===== src/wdns_pkg.sv =====
// ----------------------------------------------------------------------------
// wdns_pkg
// Shared types, constants and calendar helpers of the weekly day/night
// scheduler.
// ----------------------------------------------------------------------------
package wdns_pkg;

    // Field widths
    localparam int YEAR_W   = 7;
    localparam int MONTH_W  = 4;
    localparam int DOM_W    = 5;
    localparam int HOUR_W   = 5;
    localparam int MIN_W    = 6;
    localparam int WDAY_W   = 3;
    localparam int MOD_W    = 11;   // minute of day
    localparam int DOY_W    = 9;    // day of year
    localparam int CFG_W    = 44;
    localparam int CFG_IDX_W = 3;
    localparam int IN_W     = 32;
    localparam int OUT_W    = 48;

    // First year counted by the year walk
    localparam logic [YEAR_W-1:0] BASE_YEAR = 7'd8;

    // Register indexes of the configuration port
    localparam logic [CFG_IDX_W-1:0] REG_DAYS_0_1  = 3'd0;
    localparam logic [CFG_IDX_W-1:0] REG_DAYS_2_3  = 3'd1;
    localparam logic [CFG_IDX_W-1:0] REG_DAYS_4_5  = 3'd2;
    localparam logic [CFG_IDX_W-1:0] REG_DAY_6     = 3'd3;
    localparam logic [CFG_IDX_W-1:0] REG_CONTROL   = 3'd4;
    localparam logic [CFG_IDX_W-1:0] REG_DAY_SP    = 3'd5;
    localparam logic [CFG_IDX_W-1:0] REG_NIGHT_SP  = 3'd6;

    // Controller states
    typedef enum logic [0:0] {
        ST_IDLE,
        ST_WALK
    } t_state;

    // Commands from controller to datapath
    typedef struct packed {
        logic load;     // capture the input word
        logic step;     // advance the year walk by one year
        logic finish;   // decide mode and load the output register
    } t_cmd;

    // Status from datapath to controller
    typedef struct packed {
        logic walk_done;    // all whole years added
        logic out_blocked;  // output register full and not taken
    } t_status;

    // Days before the first of a month (1..12); month is known valid
    function automatic logic [DOY_W-1:0] f_month_offset(input logic [MONTH_W-1:0] month);
        logic [DOY_W-1:0] off;
        unique case (month)
            4'd1:    off = 9'd0;
            4'd2:    off = 9'd31;
            4'd3:    off = 9'd59;
            4'd4:    off = 9'd90;
            4'd5:    off = 9'd120;
            4'd6:    off = 9'd151;
            4'd7:    off = 9'd181;
            4'd8:    off = 9'd212;
            4'd9:    off = 9'd243;
            4'd10:   off = 9'd273;
            4'd11:   off = 9'd304;
            4'd12:   off = 9'd334;
            default: off = 9'd0;
        endcase
        return off;
    endfunction

    // Residue mod 7 of a day-of-year value (8 = 1 mod 7, fold octal digits)
    function automatic logic [WDAY_W-1:0] f_mod7(input logic [DOY_W-1:0] v);
        logic [4:0] s1;
        logic [3:0] s2;
        logic [3:0] r;
        s1 = 5'(v[8:6]) + 5'(v[5:3]) + 5'(v[2:0]);
        s2 = 4'(s1[4:3]) + 4'(s1[2:0]);
        r  = (s2 >= 4'd7) ? s2 - 4'd7 : s2;
        return r[WDAY_W-1:0];
    endfunction

endpackage


===== src/wdns_ctrl.sv =====
// ----------------------------------------------------------------------------
// wdns_ctrl
// Controller of the scheduler: accepts a word, runs the year walk, then
// hands the decision to the output register once it is free.
// ----------------------------------------------------------------------------
module wdns_ctrl (
    input  logic               i_clk,
    input  logic               i_rst_n,
    input  logic               i_in_valid,
    output logic               o_in_ready,
    input  wdns_pkg::t_status  i_status,
    output wdns_pkg::t_cmd     o_cmd
);

    wdns_pkg::t_state r_state;
    wdns_pkg::t_state n_state;

    // State register
    always_ff @(posedge i_clk) begin
        if (!i_rst_n) begin
            r_state <= wdns_pkg::ST_IDLE;
        end else begin
            r_state <= n_state;
        end
    end

    // Next state and commands
    always_comb begin
        n_state    = r_state;
        o_cmd      = '0;
        o_in_ready = 1'b0;
        unique case (r_state)
            wdns_pkg::ST_IDLE: begin
                o_in_ready = 1'b1;
                if (i_in_valid) begin
                    o_cmd.load = 1'b1;
                    n_state    = wdns_pkg::ST_WALK;
                end
            end
            wdns_pkg::ST_WALK: begin
                if (!i_status.walk_done) begin
                    o_cmd.step = 1'b1;
                end else if (!i_status.out_blocked) begin
                    o_cmd.finish = 1'b1;
                    n_state      = wdns_pkg::ST_IDLE;
                end
            end
            default: begin
                n_state = wdns_pkg::ST_IDLE;
            end
        endcase
    end

    // Never take a word while one is in work
    a_no_accept_in_walk: assert property (@(posedge i_clk) disable iff (!i_rst_n)
        (r_state == wdns_pkg::ST_WALK) |-> !o_in_ready)
        else $error("input taken during year walk");

    // A load always starts a walk
    a_load_enters_walk: assert property (@(posedge i_clk) disable iff (!i_rst_n)
        o_cmd.load |=> (r_state == wdns_pkg::ST_WALK))
        else $error("load did not start walk");

    // Finish only after the walk has ended and the output is free
    a_finish_gated: assert property (@(posedge i_clk) disable iff (!i_rst_n)
        o_cmd.finish |-> (i_status.walk_done && !i_status.out_blocked && !o_cmd.step))
        else $error("finish issued early");

endmodule


===== src/wdns_dp.sv =====
// ----------------------------------------------------------------------------
// wdns_dp
// Datapath of the scheduler: configuration registers, weekday residue with
// the year walk, day/night decision, stored mode and the output register.
// ----------------------------------------------------------------------------
module wdns_dp (
    input  logic                              i_clk,
    input  logic                              i_rst_n,
    input  logic                              i_cfg_we,
    input  logic [wdns_pkg::CFG_IDX_W-1:0]    i_cfg_index,
    input  logic [wdns_pkg::CFG_W-1:0]        i_cfg_data,
    input  logic [wdns_pkg::IN_W-1:0]         i_in_data,
    input  wdns_pkg::t_cmd                    i_cmd,
    output wdns_pkg::t_status                 o_status,
    output logic                              o_out_valid,
    input  logic                              i_out_ready,
    output logic [wdns_pkg::OUT_W-1:0]        o_out_data
);

    // Configuration registers
    logic [43:0] r_days_0_1;
    logic [43:0] r_days_2_3;
    logic [43:0] r_days_4_5;
    logic [21:0] r_day_6;
    logic [10:0] r_control;
    logic [39:0] r_day_sp;
    logic [39:0] r_night_sp;

    // Work registers
    logic [wdns_pkg::YEAR_W-1:0] r_year;
    logic [wdns_pkg::YEAR_W-1:0] r_yidx;
    logic [wdns_pkg::WDAY_W-1:0] r_res;
    logic [wdns_pkg::MOD_W-1:0]  r_now;
    logic                        r_night;

    // Output register
    logic                        r_out_valid;
    logic [wdns_pkg::WDAY_W-1:0] r_out_wday;
    logic                        r_out_night;
    logic                        r_out_changed;
    logic                        r_out_temp_upd;
    logic [15:0]                 r_out_temp;
    logic                        r_out_fan_upd;
    logic [15:0]                 r_out_fan;
    logic                        r_out_cm_upd;
    logic [7:0]                  r_out_cm;

    // Input fields
    logic [wdns_pkg::YEAR_W-1:0]  in_year;
    logic [wdns_pkg::MONTH_W-1:0] in_month;
    logic [wdns_pkg::DOM_W-1:0]   in_dom;
    logic [wdns_pkg::HOUR_W-1:0]  in_hour;
    logic [wdns_pkg::MIN_W-1:0]   in_min;

    logic                         leap;
    logic                         month_ok;
    logic [wdns_pkg::DOY_W-1:0]   doy;
    logic [wdns_pkg::MOD_W-1:0]   now_in;
    logic [3:0]                   step_sum;
    logic [wdns_pkg::WDAY_W-1:0]  step_res;
    logic [21:0]                  win;
    logic                         day_en;
    logic                         next_night;
    logic                         manual;
    logic                         changed;
    logic [39:0]                  sp;

    assign in_year  = i_in_data[6:0];
    assign in_month = i_in_data[10:7];
    assign in_dom   = i_in_data[15:11];
    assign in_hour  = i_in_data[20:16];
    assign in_min   = i_in_data[26:21];

    // Day of year; a bad month counts the whole year without the date
    assign leap     = (in_year[1:0] == 2'b00);
    assign month_ok = (in_month >= 4'd1) && (in_month <= 4'd12);
    always_comb begin
        if (month_ok) begin
            doy = wdns_pkg::f_month_offset(in_month) + 9'(in_dom)
                + 9'(leap && (in_month > 4'd2));
        end else begin
            doy = 9'd365 + 9'(leap);
        end
    end

    // Minute of day: hour*60 as hour*64 - hour*4
    assign now_in = 11'({in_hour, 6'd0}) - 11'({in_hour, 2'd0}) + 11'(in_min);

    // One year of the walk: 365 = 1 mod 7, a leap year adds one more
    assign o_status.walk_done   = (r_yidx >= r_year);
    assign o_status.out_blocked = r_out_valid && !i_out_ready;
    assign step_sum = 4'(r_res) + ((r_yidx[1:0] == 2'b00) ? 4'd2 : 4'd1);
    assign step_res = (step_sum >= 4'd7) ? 3'(step_sum - 4'd7) : step_sum[2:0];

    // Pick the window and enable of the weekday (residue 0 is Monday)
    always_comb begin
        unique case (r_res)
            3'd0:    win = r_days_0_1[21:0];
            3'd1:    win = r_days_0_1[43:22];
            3'd2:    win = r_days_2_3[21:0];
            3'd3:    win = r_days_2_3[43:22];
            3'd4:    win = r_days_4_5[21:0];
            3'd5:    win = r_days_4_5[43:22];
            default: win = r_day_6;
        endcase
        unique case (r_res)
            3'd0:    day_en = r_control[1];
            3'd1:    day_en = r_control[2];
            3'd2:    day_en = r_control[3];
            3'd3:    day_en = r_control[4];
            3'd4:    day_en = r_control[5];
            3'd5:    day_en = r_control[6];
            default: day_en = r_control[7];
        endcase
    end

    // Day when enabled and start <= now < end
    assign next_night = !(day_en && (r_now >= win[10:0]) && (r_now < win[21:11]));
    assign manual     = r_control[0];
    assign changed    = !manual && (next_night != r_night);
    assign sp         = next_night ? r_night_sp : r_day_sp;

    // Configuration writes; unknown indexes drop
    always_ff @(posedge i_clk) begin
        if (!i_rst_n) begin
            r_days_0_1 <= '0;
            r_days_2_3 <= '0;
            r_days_4_5 <= '0;
            r_day_6    <= '0;
            r_control  <= '0;
            r_day_sp   <= '0;
            r_night_sp <= '0;
        end else if (i_cfg_we) begin
            unique case (i_cfg_index)
                wdns_pkg::REG_DAYS_0_1: r_days_0_1 <= i_cfg_data;
                wdns_pkg::REG_DAYS_2_3: r_days_2_3 <= i_cfg_data;
                wdns_pkg::REG_DAYS_4_5: r_days_4_5 <= i_cfg_data;
                wdns_pkg::REG_DAY_6:    r_day_6    <= i_cfg_data[21:0];
                wdns_pkg::REG_CONTROL:  r_control  <= i_cfg_data[10:0];
                wdns_pkg::REG_DAY_SP:   r_day_sp   <= i_cfg_data[39:0];
                wdns_pkg::REG_NIGHT_SP: r_night_sp <= i_cfg_data[39:0];
                default: ;
            endcase
        end
    end

    // Capture the word, then walk the years
    always_ff @(posedge i_clk) begin
        if (i_cmd.load) begin
            r_year <= in_year;
            r_yidx <= wdns_pkg::BASE_YEAR;
            r_res  <= wdns_pkg::f_mod7(doy);
            r_now  <= now_in;
        end else if (i_cmd.step) begin
            r_yidx <= r_yidx + 7'd1;
            r_res  <= step_res;
        end
    end

    // Stored mode; held in manual mode
    always_ff @(posedge i_clk) begin
        if (!i_rst_n) begin
            r_night <= 1'b0;
        end else if (i_cmd.finish && !manual) begin
            r_night <= next_night;
        end
    end

    // Output valid
    always_ff @(posedge i_clk) begin
        if (!i_rst_n) begin
            r_out_valid <= 1'b0;
        end else if (i_cmd.finish) begin
            r_out_valid <= 1'b1;
        end else if (i_out_ready) begin
            r_out_valid <= 1'b0;
        end
    end

    // Output word
    always_ff @(posedge i_clk) begin
        if (i_cmd.finish) begin
            r_out_wday     <= r_res + 3'd1;
            r_out_night    <= manual ? r_night : next_night;
            r_out_changed  <= changed;
            r_out_temp_upd <= changed && r_control[8];
            r_out_temp     <= (changed && r_control[8]) ? sp[15:0] : 16'd0;
            r_out_fan_upd  <= changed && r_control[9];
            r_out_fan      <= (changed && r_control[9]) ? sp[31:16] : 16'd0;
            r_out_cm_upd   <= changed && r_control[10];
            r_out_cm       <= (changed && r_control[10]) ? sp[39:32] : 8'd0;
        end
    end

    assign o_out_valid = r_out_valid;
    assign o_out_data  = {r_out_cm, r_out_cm_upd, r_out_fan, r_out_fan_upd,
                          r_out_temp, r_out_temp_upd, r_out_changed, r_out_night,
                          r_out_wday};

    // Residue stays a valid weekday index
    a_res_range: assert property (@(posedge i_clk) disable iff (!i_rst_n)
        $past(i_cmd.load) |-> (r_res != 3'd7))
        else $error("weekday residue out of range");

    // A reported change matches the stored mode flip
    a_change_flip: assert property (@(posedge i_clk) disable iff (!i_rst_n)
        i_cmd.finish |=> (r_out_changed == (r_night != $past(r_night))))
        else $error("mode change flag disagrees with stored mode");

    // Output night bit reflects the stored mode
    a_night_out: assert property (@(posedge i_clk) disable iff (!i_rst_n)
        i_cmd.finish |=> (r_out_night == r_night))
        else $error("night bit differs from stored mode");

endmodule


===== src/weekly_day_night_scheduler_unit.sv =====
// ----------------------------------------------------------------------------
// weekly_day_night_scheduler_unit
// Weekly day/night scheduler: derives the weekday of a calendar time,
// decides day or night from the weekday schedule and emits the setpoints
// of the new mode on a change.
// ----------------------------------------------------------------------------
//  channel   direction  handshake                       payload
//  s_axis    in         s_axis_tvalid / s_axis_tready   calendar time word
//  m_axis    out        m_axis_tvalid / m_axis_tready   weekday, mode, setpoints
//  cfg       in         i_cfg_we (no wait)              i_cfg_index, i_cfg_data
//
//  A word is captured on accept; the year walk then adds one whole year per
//  step through the mod-7 residue, from year 8 up to the word's year, and a
//  last step decides and loads the output register.
//  Reset (synchronous, active low) clears config, output valid and mode to day.
//  A stalled output holds the result; the next word is already taken and
//  walks while the result waits, and is finished once the output is free.
// ----------------------------------------------------------------------------
module weekly_day_night_scheduler_unit (
    input  logic        i_clk,
    input  logic        i_rst_n,
    // configuration
    input  logic        i_cfg_we,
    input  logic [2:0]  i_cfg_index,
    input  logic [43:0] i_cfg_data,
    // input stream
    input  logic        s_axis_tvalid,
    output logic        s_axis_tready,
    // year[6:0], month[10:7], day_of_month[15:11], hour[20:16], minute[26:21]
    input  logic [31:0] s_axis_tdata,
    // output stream
    output logic        m_axis_tvalid,
    input  logic        m_axis_tready,
    // weekday[2:0], night_mode[3], mode_changed[4], temp_update[5],
    // temp_setpoint[21:6], fan_update[22], fan_speed[38:23],
    // ctrl_mode_update[39], ctrl_mode[47:40]
    output logic [47:0] m_axis_tdata
);

    wdns_pkg::t_cmd    cmd;
    wdns_pkg::t_status status;

    wdns_ctrl u_ctrl (
        .i_clk      (i_clk),
        .i_rst_n    (i_rst_n),
        .i_in_valid (s_axis_tvalid),
        .o_in_ready (s_axis_tready),
        .i_status   (status),
        .o_cmd      (cmd)
    );

    wdns_dp u_dp (
        .i_clk       (i_clk),
        .i_rst_n     (i_rst_n),
        .i_cfg_we    (i_cfg_we),
        .i_cfg_index (i_cfg_index),
        .i_cfg_data  (i_cfg_data),
        .i_in_data   (s_axis_tdata),
        .i_cmd       (cmd),
        .o_status    (status),
        .o_out_valid (m_axis_tvalid),
        .i_out_ready (m_axis_tready),
        .o_out_data  (m_axis_tdata)
    );

endmodule


===== config.mk =====
export PLATFORM = sky130hd
export DESIGN_NAME = weekly_day_night_scheduler_unit
export DESIGN_NICKNAME = d
export VERILOG_FILES = /design/src/wdns_pkg.sv /design/src/wdns_ctrl.sv /design/src/wdns_dp.sv /design/src/weekly_day_night_scheduler_unit.sv
export SDC_FILE = /design/constraint.sdc
export NUM_CORES = 1
export LEC_CHECK = 0
export ABC_AREA = 1
export BUFFER_PORTS_ARGS = -buffer_cell sky130_fd_sc_hd__buf_2
export CORE_UTILIZATION = 40
export CTS_CLUSTER_SIZE = 8
export DETAILED_ROUTE_END_ITERATION = 16
export PLACE_DENSITY = 0.68
export SLEW_MARGIN = 10
export SYNTH_ARGS = -nofsm -noshare
export SYNTH_HDL_FRONTEND = slang
export SYNTH_SLANG_ARGS = --single-unit
export TNS_END_PERCENT = 20

===== constraint.sdc =====
create_clock -name i_clk -period 9.94 [get_ports i_clk]
set_input_delay 1.988 -clock i_clk [delete_from_list [all_inputs] [get_ports i_clk]]
set_output_delay 1.988 -clock i_clk [all_outputs]
set_load 0.1 [all_outputs]

==> impl_metrics.py, run 1 <==
metrics = {
    "status": {
        "status": "finished, final reports clean",
    },
    "sta": {
        "timing.final.crit_share_pct": 71.6,
        "tightest_slew_ns": 1.21,
        "drv_slew": 0,
        "tns_ns": 0,
        "finalSetupViolCount": 0,
        "min_period_ns": 7.12,
        "rsz0062_at_grt": "false",
        "clock.fmax_mhz": 141,
        "fin_worst_skew_ns": 0.0207,
        "finalHoldViolCount": 0,
        "relSlewSlack_pct": 19.2,
    },
    "pwr": {
        "total_power_uw": 3900,
        "power_density_nw_per_um2": 229,
        "p_clk_share_pct": 35.8,
        "pwr-share-seq_pct": 37.1,
        "intPower_uw": 2600,
        "leakage_uw": 0.00738,
        "p_sw_uw": 1300,
        "p_comb_share_pct": 27.1,
        "p_sw_share_pct": 33.4,
        "ir_drop_uv": 116,
    },
    "grt": {
        "grt_first_pass_wirelength_um": 63200,
        "grt_overflow": 0,
        "antenna_found_initial": 4,
        "track_usage_pct": 20.6,
        "grt_max_degree": 139,
        "grt_pass1_vias": 11971,
    },
    "final_layout": {
        "drive_above_1_share_pct": 11.8,
        "multiInputGateArea_um2": 6570,
        "seqCellArea_um2": 7180,
        "fillers": 3562,
        "syn_to_final_growth_pct": 14.4,
        "stdcell_count": 2470,
        "nNetsFinal": 2136,
    },
    "setup_path": {
        "arrival_ns": 7.38,
        "worstSetupStartpointType": "input port",
        "worstPathRequired_ns": 10.21,
        "critPathKind": "input port to register",
        "worst_setup_path_end_kind": "register",
        "cp_common_cell": "inv_1",
        "cpPeakStageDelay_ns": 0.42,
        "crit_path_max_fanout": 7,
        "cp_slowest_cell": "fa_1",
    },
    "floorplan": {
        "io_pins": 134,
        "die_h_um": 195,
        "die_w_um": 195,
        "core.rowCount": 70,
        "die_area_um2": 38000,
        "start_util_pct": 40.7,
        "core_um2": 36600,
    },
    "clock_tree": {
        "cts_tree": "built",
        "htree_levels": 2,
        "cts_made_buffers": 46,
        "postCtsSetupBuffers": 0,
        "path_clk_slew_ns": 0.05,
        "clockBufferDepth": 3,
        "clock-root-buffer": "clkbuf_16",
        "hold_buffers": 0,
        "insertion_delay_ns": 0.53,
        "post_cts_resize_count": 0,
        "clkSinkCount": 324,
    },
    "run": {
        "max-cap-violations": 0,
    },
    "yosys": {
        "synthArstFlopShare_pct": 0,
        "synth-edff-count": 69,
        "synthesis.nets": 2057,
        "syn_inst": 1903,
        "yosysUniqueCellTypes": 46,
        "seq_area_frac_synth_pct": 48.2,
        "synthesis.area_um2": 14900,
        "ys_warn_count": 0,
        "synthFlopType": "dfxtp_1",
        "synth-seq-cells": 324,
        "synth.avg_cell_area_um2": 7.83,
    },
    "placed_design": {
        "gp_routability_congestion": 0.816,
        "placed_cells": 2402,
        "port_buffers": 128,
        "dp_hpwl_um": 25200,
    },
    "drt": {
        "first_pass_iters": 5,
        "drc": 0,
        "num_vias": 12945,
        "wl_per_cell_um": 16.0,
        "ant_nets": 0,
        "avgViaCountPerCell": 5.24,
        "drt_iter0_drc": 928,
        "routed_wl_um": 39600,
    },
    "worst_hold_path": {
        "hold_class": "register to register",
    },
}
-- cells in the final DEF, fill, tap and decap left out, drive strengths merged, types with 5 or more instances in the layout --
cell    instances
a21oi          79
a221oi         21
a22o           12
buf           137
clkbuf         65
dfxtp         255
edfxtp         69
fa              6
ha             64
inv           193
nand2         187
nand3          22
nand4          33
nor2          472
o21ai         346
or2             5
xnor2           5
xor2            5
-- area by class of cell --
| type | instances | area share, % |
|---|---|---|
| Multi-Input combinational cell | 1278 | 38.5 |
| Tap cell | 468 | 3.44 |
| Clock inverter | 2 | 0.0808 |
| Inverter | 195 | 4.31 |
| Sequential cell | 324 | 42.1 |
| Clock buffer | 65 | 7.30 |
| Timing Repair Buffer | 137 | 4.17 |
| Antenna cell | 1 | 0.0147 |
-- critical path: cells and delay by family --
family / cells / cell delay (ns)
buf+inv: 10 / 0.81
compound gates: 7 / 1.10
xor+xnor: 2 / 0.31
simple gates: 8 / 0.61
fa+ha+maj: 9 / 2.53
-- final timing paths --
kind | start | endpoint | slack [ns] | cells past startpoint
max | s_axis_tdata[8] | u_dp.r_res[1]$_DFFE_PP_ | 2.82 | 36
min | u_dp.r_days_2_3[5]$_SDFFE_PN0P_ | u_dp.r_days_2_3[5]$_SDFFE_PN0P_ | 0.45 | 2
max reg2reg | u_dp.r_res[1]$_DFFE_PP_ | u_dp.r_out_temp[10]$_SDFFCE_PN0P_ | 4.25 | 16
min reg2reg | u_dp.r_days_2_3[5]$_SDFFE_PN0P_ | u_dp.r_days_2_3[5]$_SDFFE_PN0P_ | 0.45 | 2
-- Yosys cell counts (4+ instances only) --
master    instances  area share [%]
a221oi_1         21             1.2
o21ai_1          30             1.0
a21oi_1          79             2.7
nor2_1          453              11
xor2_1            5            0.29
fa_1              6            0.81
clkinv_1          4            0.10
ha_1             64             5.4
dfxtp_1         255              34
inv_1           182             4.6
clkbuf_1         89             2.2
buf_6             4            0.30
buf_4             5            0.25
nand3_1          21            0.71
a22o_1           12            0.71
or2_2             5            0.21
xnor2_1           5            0.29
nor2_2           18            0.76
buf_2             8            0.27
nand2_1         182             4.6
inv_2             8            0.20
nand4_1          30             1.3
edfxtp_1         69              14
nor3_1            4            0.13
o21ai_0         316              11
-- flip-flops by register name, indices dropped and copies added, names as in the netlist, 16 cells and up --
| register | count |
|---|---|
| u_dp.r_days_2_3 | 44 |
| u_dp.r_night_sp | 40 |
| u_dp.r_day_6 | 22 |
| u_dp.r_out_fan | 16 |
| u_dp.r_day_sp | 40 |
| u_dp.r_out_temp | 16 |
| u_dp.r_days_0_1 | 44 |
| u_dp.r_days_4_5 | 44 |
-- stage by stage --
stage | area (um^2) | hold slack (ns) | util, % | setup WS, ns
4_1_cts | 17000 | 0.449 | 46.5 | 2.79
3_5_place_dp | 15800 | 0.442 | 43.1 | 2.24
2_1_floorplan | 14900 | 0.425 | - | 2.93
5_1_grt | 17000 | 0.465 | 46.5 | 2.29
6_report | 17000 | 0.449 | 46.5 | 2.82
3_3_place_gp | 15800 | 0.433 | 43.1 | 2.44
-- logic make-up (layout without fill, tap and decap cells) --
| group | after synthesis | in the layout | share of synthesized area, % |
|---|---|---|---|
| DFF | 324 | 324 | 48.2 |
| AOI/OAI and AO/OA | 472 | 472 | 16.9 |
| xor gates and xnor gates | 10 | 10 | 0.588 |
| and+or+nand+nor | 726 | 726 | 20.1 |
| other | 0 | 1 | 0 |
| buffers and inverters | 301 | 399 | 8.00 |
| adders and majority gates | 70 | 70 | 6.18 |
-- power by group through the flow --
| stage | registers, uW | clock network, uW | logic [uW] |
|---|---|---|---|
| 6_report | 1450 | 1390 | 1060 |
| 3_5_place_dp | 1470 | 0 | 1050 |
| 3_3_place_gp | 1470 | 0 | 1010 |
| 2_1_floorplan | 1470 | 0 | 731 |
| 4_1_cts | 1450 | 1420 | 1060 |
| 5_1_grt | 1450 | 1480 | 1190 |
-- metal layers --
| metal | routed length (um) | vias to the layer above | GRT usage [%] | part of all wire [%] |
|---|---|---|---|---|
| met5 | 27 | - | 0 | 0.068 |
| met4 | 1070 | 4 | 6.59 | 2.7 |
| met3 | 2830 | 80 | 4.03 | 7.1 |
| met2 | 17900 | 427 | 33.4 | 45 |
| met1 | 17700 | 6055 | 27.4 | 45 |
| li1 | - | 6379 | - | - |
Note: power is estimated with default switching activity, not from simulation.
==> run 2: changes to the inputs <==
clock period = 7.3 ns   (was 9.94 ns; I/O delays follow)
==> run 2 against run 1 <==
  * Clock-buffer cell count grew 2
  * Critical path depth did not move
  * Final cell count is essentially flat
  * Sequential share of layout area decreased by 0.090 points
  * Design area grew 0.21%
  * Global-route usage about the same
  * Sequential cell count did not move
  * Clock skew grew 0.00056 ns
  * Via count is 0.25% lower
  * Setup slack worse by 2.2 ns
  * Die area did not move
  * Power up 38%
  * Largest cell class unchanged
  * Largest power group unchanged
  * Highest routed layer unchanged
==> impl_metrics.py, run 2 (synthesis results as in run 1) <==
metrics = {
    "setup_path": {
        "cpPeakStageDelay_ns": 0.43,
        "worstSetupStartpointType": "input port",
        "crit_path_max_fanout": 7,
        "critPathKind": "input port to register",
        "cp_common_cell": "inv_1",
        "worstPathRequired_ns": 7.57,
        "arrival_ns": 6.94,
        "worst_setup_path_end_kind": "register",
        "cp_slowest_cell": "fa_1",
    },
    "drt": {
        "routed_wl_um": 39600,
        "wl_per_cell_um": 16.0,
        "avgViaCountPerCell": 5.22,
        "drc": 0,
        "first_pass_iters": 5,
        "ant_nets": 0,
        "drt_iter0_drc": 1008,
        "num_vias": 12913,
    },
    "clock_tree": {
        "cts_made_buffers": 46,
        "post_cts_resize_count": 0,
        "hold_buffers": 0,
        "clockBufferDepth": 3,
        "insertion_delay_ns": 0.54,
        "postCtsSetupBuffers": 0,
        "htree_levels": 2,
        "clock-root-buffer": "clkbuf_16",
        "path_clk_slew_ns": 0.05,
        "cts_tree": "built",
        "clkSinkCount": 324,
    },
    "sta": {
        "hold_ws_ns": 0.446,
        "relSlewSlack_pct": 26.8,
        "final.setup.worst_slack_ns": 0.630,
        "clock.fmax_mhz": 150,
        "finalSetupViolCount": 0,
        "fin_worst_skew_ns": 0.0213,
        "tns_ns": 0,
        "finalHoldViolCount": 0,
        "drv_slew": 0,
        "rsz0062_at_grt": "false",
        "tightest_slew_ns": 1.10,
        "timing.final.crit_share_pct": 91.4,
        "min_period_ns": 6.67,
    },
    "grt": {
        "antenna_found_initial": 1,
        "grt-busiest-layer": "met2",
        "met1_usage_pct": 27.1,
        "grt_use_met2_pct": 33.6,
        "track_usage_pct": 20.6,
        "grt_overflow": 0,
        "use_met3_pct": 3.94,
        "grt_first_pass_wirelength_um": 63200,
        "grt_pass1_vias": 11904,
        "grt_max_degree": 132,
    },
    "floorplan": {
        "io_pins": 134,
        "core.rowCount": 70,
        "die_h_um": 195,
        "core_um2": 36600,
        "die_area_um2": 38000,
        "die_w_um": 195,
        "start_util_pct": 40.7,
    },
    "final_layout": {
        "multiInputGateArea_um2": 6570,
        "fillers": 3502,
        "stdcell_count": 2472,
        "antenna_cells": 0,
        "layout_common_cells": "nor2_1, o21ai_0, dfxtp_1",
        "syn_to_final_growth_pct": 14.6,
        "seqCellArea_um2": 7180,
        "largestRegisters": "u_dp.r_days_0_1: 44 flops, u_dp.r_days_2_3: 44 flops, u_dp.r_days_4_5: 44 flops",
        "drive_above_1_share_pct": 11.9,
        "nNetsFinal": 2137,
        "final_common_cell": "nor2_1",
    },
    "worst_hold_path": {
        "hold_class": "register to register",
    },
    "placed_design": {
        "port_buffers": 128,
        "dp_hpwl_um": 25300,
        "gp_routability_congestion": 0.795,
        "placed_cells": 2403,
        "dp_slack_ns": 0.0805,
    },
    "pwr": {
        "ir_drop_uv": 183,
        "power_density_nw_per_um2": 314,
        "total_power_uw": 5360,
        "leakage_uw": 0.00739,
    },
    "status": {
        "status": "finished, final reports clean",
    },
    "run": {
        "max-cap-violations": 0,
    },
}
==> run 2: changes by cell type in the layout (fill, tap and decap cells not counted) <==
cell	delta
buf_4	+1
clkbuf_1	+2
clkinv_8	+1
diode_2	-1
inv_16	+1
inv_2	-1
inv_6	-1
==> run 2: worst paths after layout <==
check,start,endpoint,slack [ns],depth (start not counted)
hold / removal,u_dp.r_days_2_3[21]$_SDFFE_PN0P_,u_dp.r_days_2_3[21]$_SDFFE_PN0P_,0.45,2
setup / recovery,s_axis_tdata[8],u_dp.r_res[1]$_DFFE_PP_,0.63,36
hold reg to reg,u_dp.r_days_2_3[21]$_SDFFE_PN0P_,u_dp.r_days_2_3[21]$_SDFFE_PN0P_,0.45,2
setup reg to reg,u_dp.r_res[1]$_DFFE_PP_,u_dp.r_out_temp[10]$_SDFFCE_PN0P_,2.10,19
==> run 2: final cells by class <==
type                       count  area share, %
clock buffer                  67           7.33
clock inverter                 2          0.213
inverter                     195           4.31
multi-input combinational   1278           38.5
sequential                   324           42.0
tap                          468           3.43
timing repair buffer         138           4.21
==> run 2: worst max-delay path, delay by kind of cell <==
kind,cells,cell delay (ns)
xor gates and xnor gates,2,0.32
adders and majority gates,9,2.55
AOI/OAI and AO/OA,7,1.15
buffers and inverters,10,0.82
and+or+nand+nor,8,0.64
==> run 2: per-stage QoR <==
step,instance area [um^2],util [%]
floorplan,14900,-
global placement,15800,43.1
detailed placement,15800,43.1
CTS,17100,46.6
global route,17100,46.6
finish,17100,46.6
==> run 2: report_power, final <==
part	switching (uW)	total [uW]	leakage (uW)	internal (uW)
logic	999	1460	0.00399	461
registers	47.9	1970	0.00278	1920
clock network	762	1930	0.000619	1170
==> run 2: layer usage <==
| layer | part of all wire, % | routed length, um | up-vias |
|---|---|---|---|
| met3 | 7.0 | 2780 | 83 |
| met1 | 44 | 17600 | 6006 |
| met4 | 2.9 | 1130 | 2 |
| met5 | 0.033 | 13 | - |
| met2 | 46 | 18100 | 435 |
| li1 | - | - | 6387 |
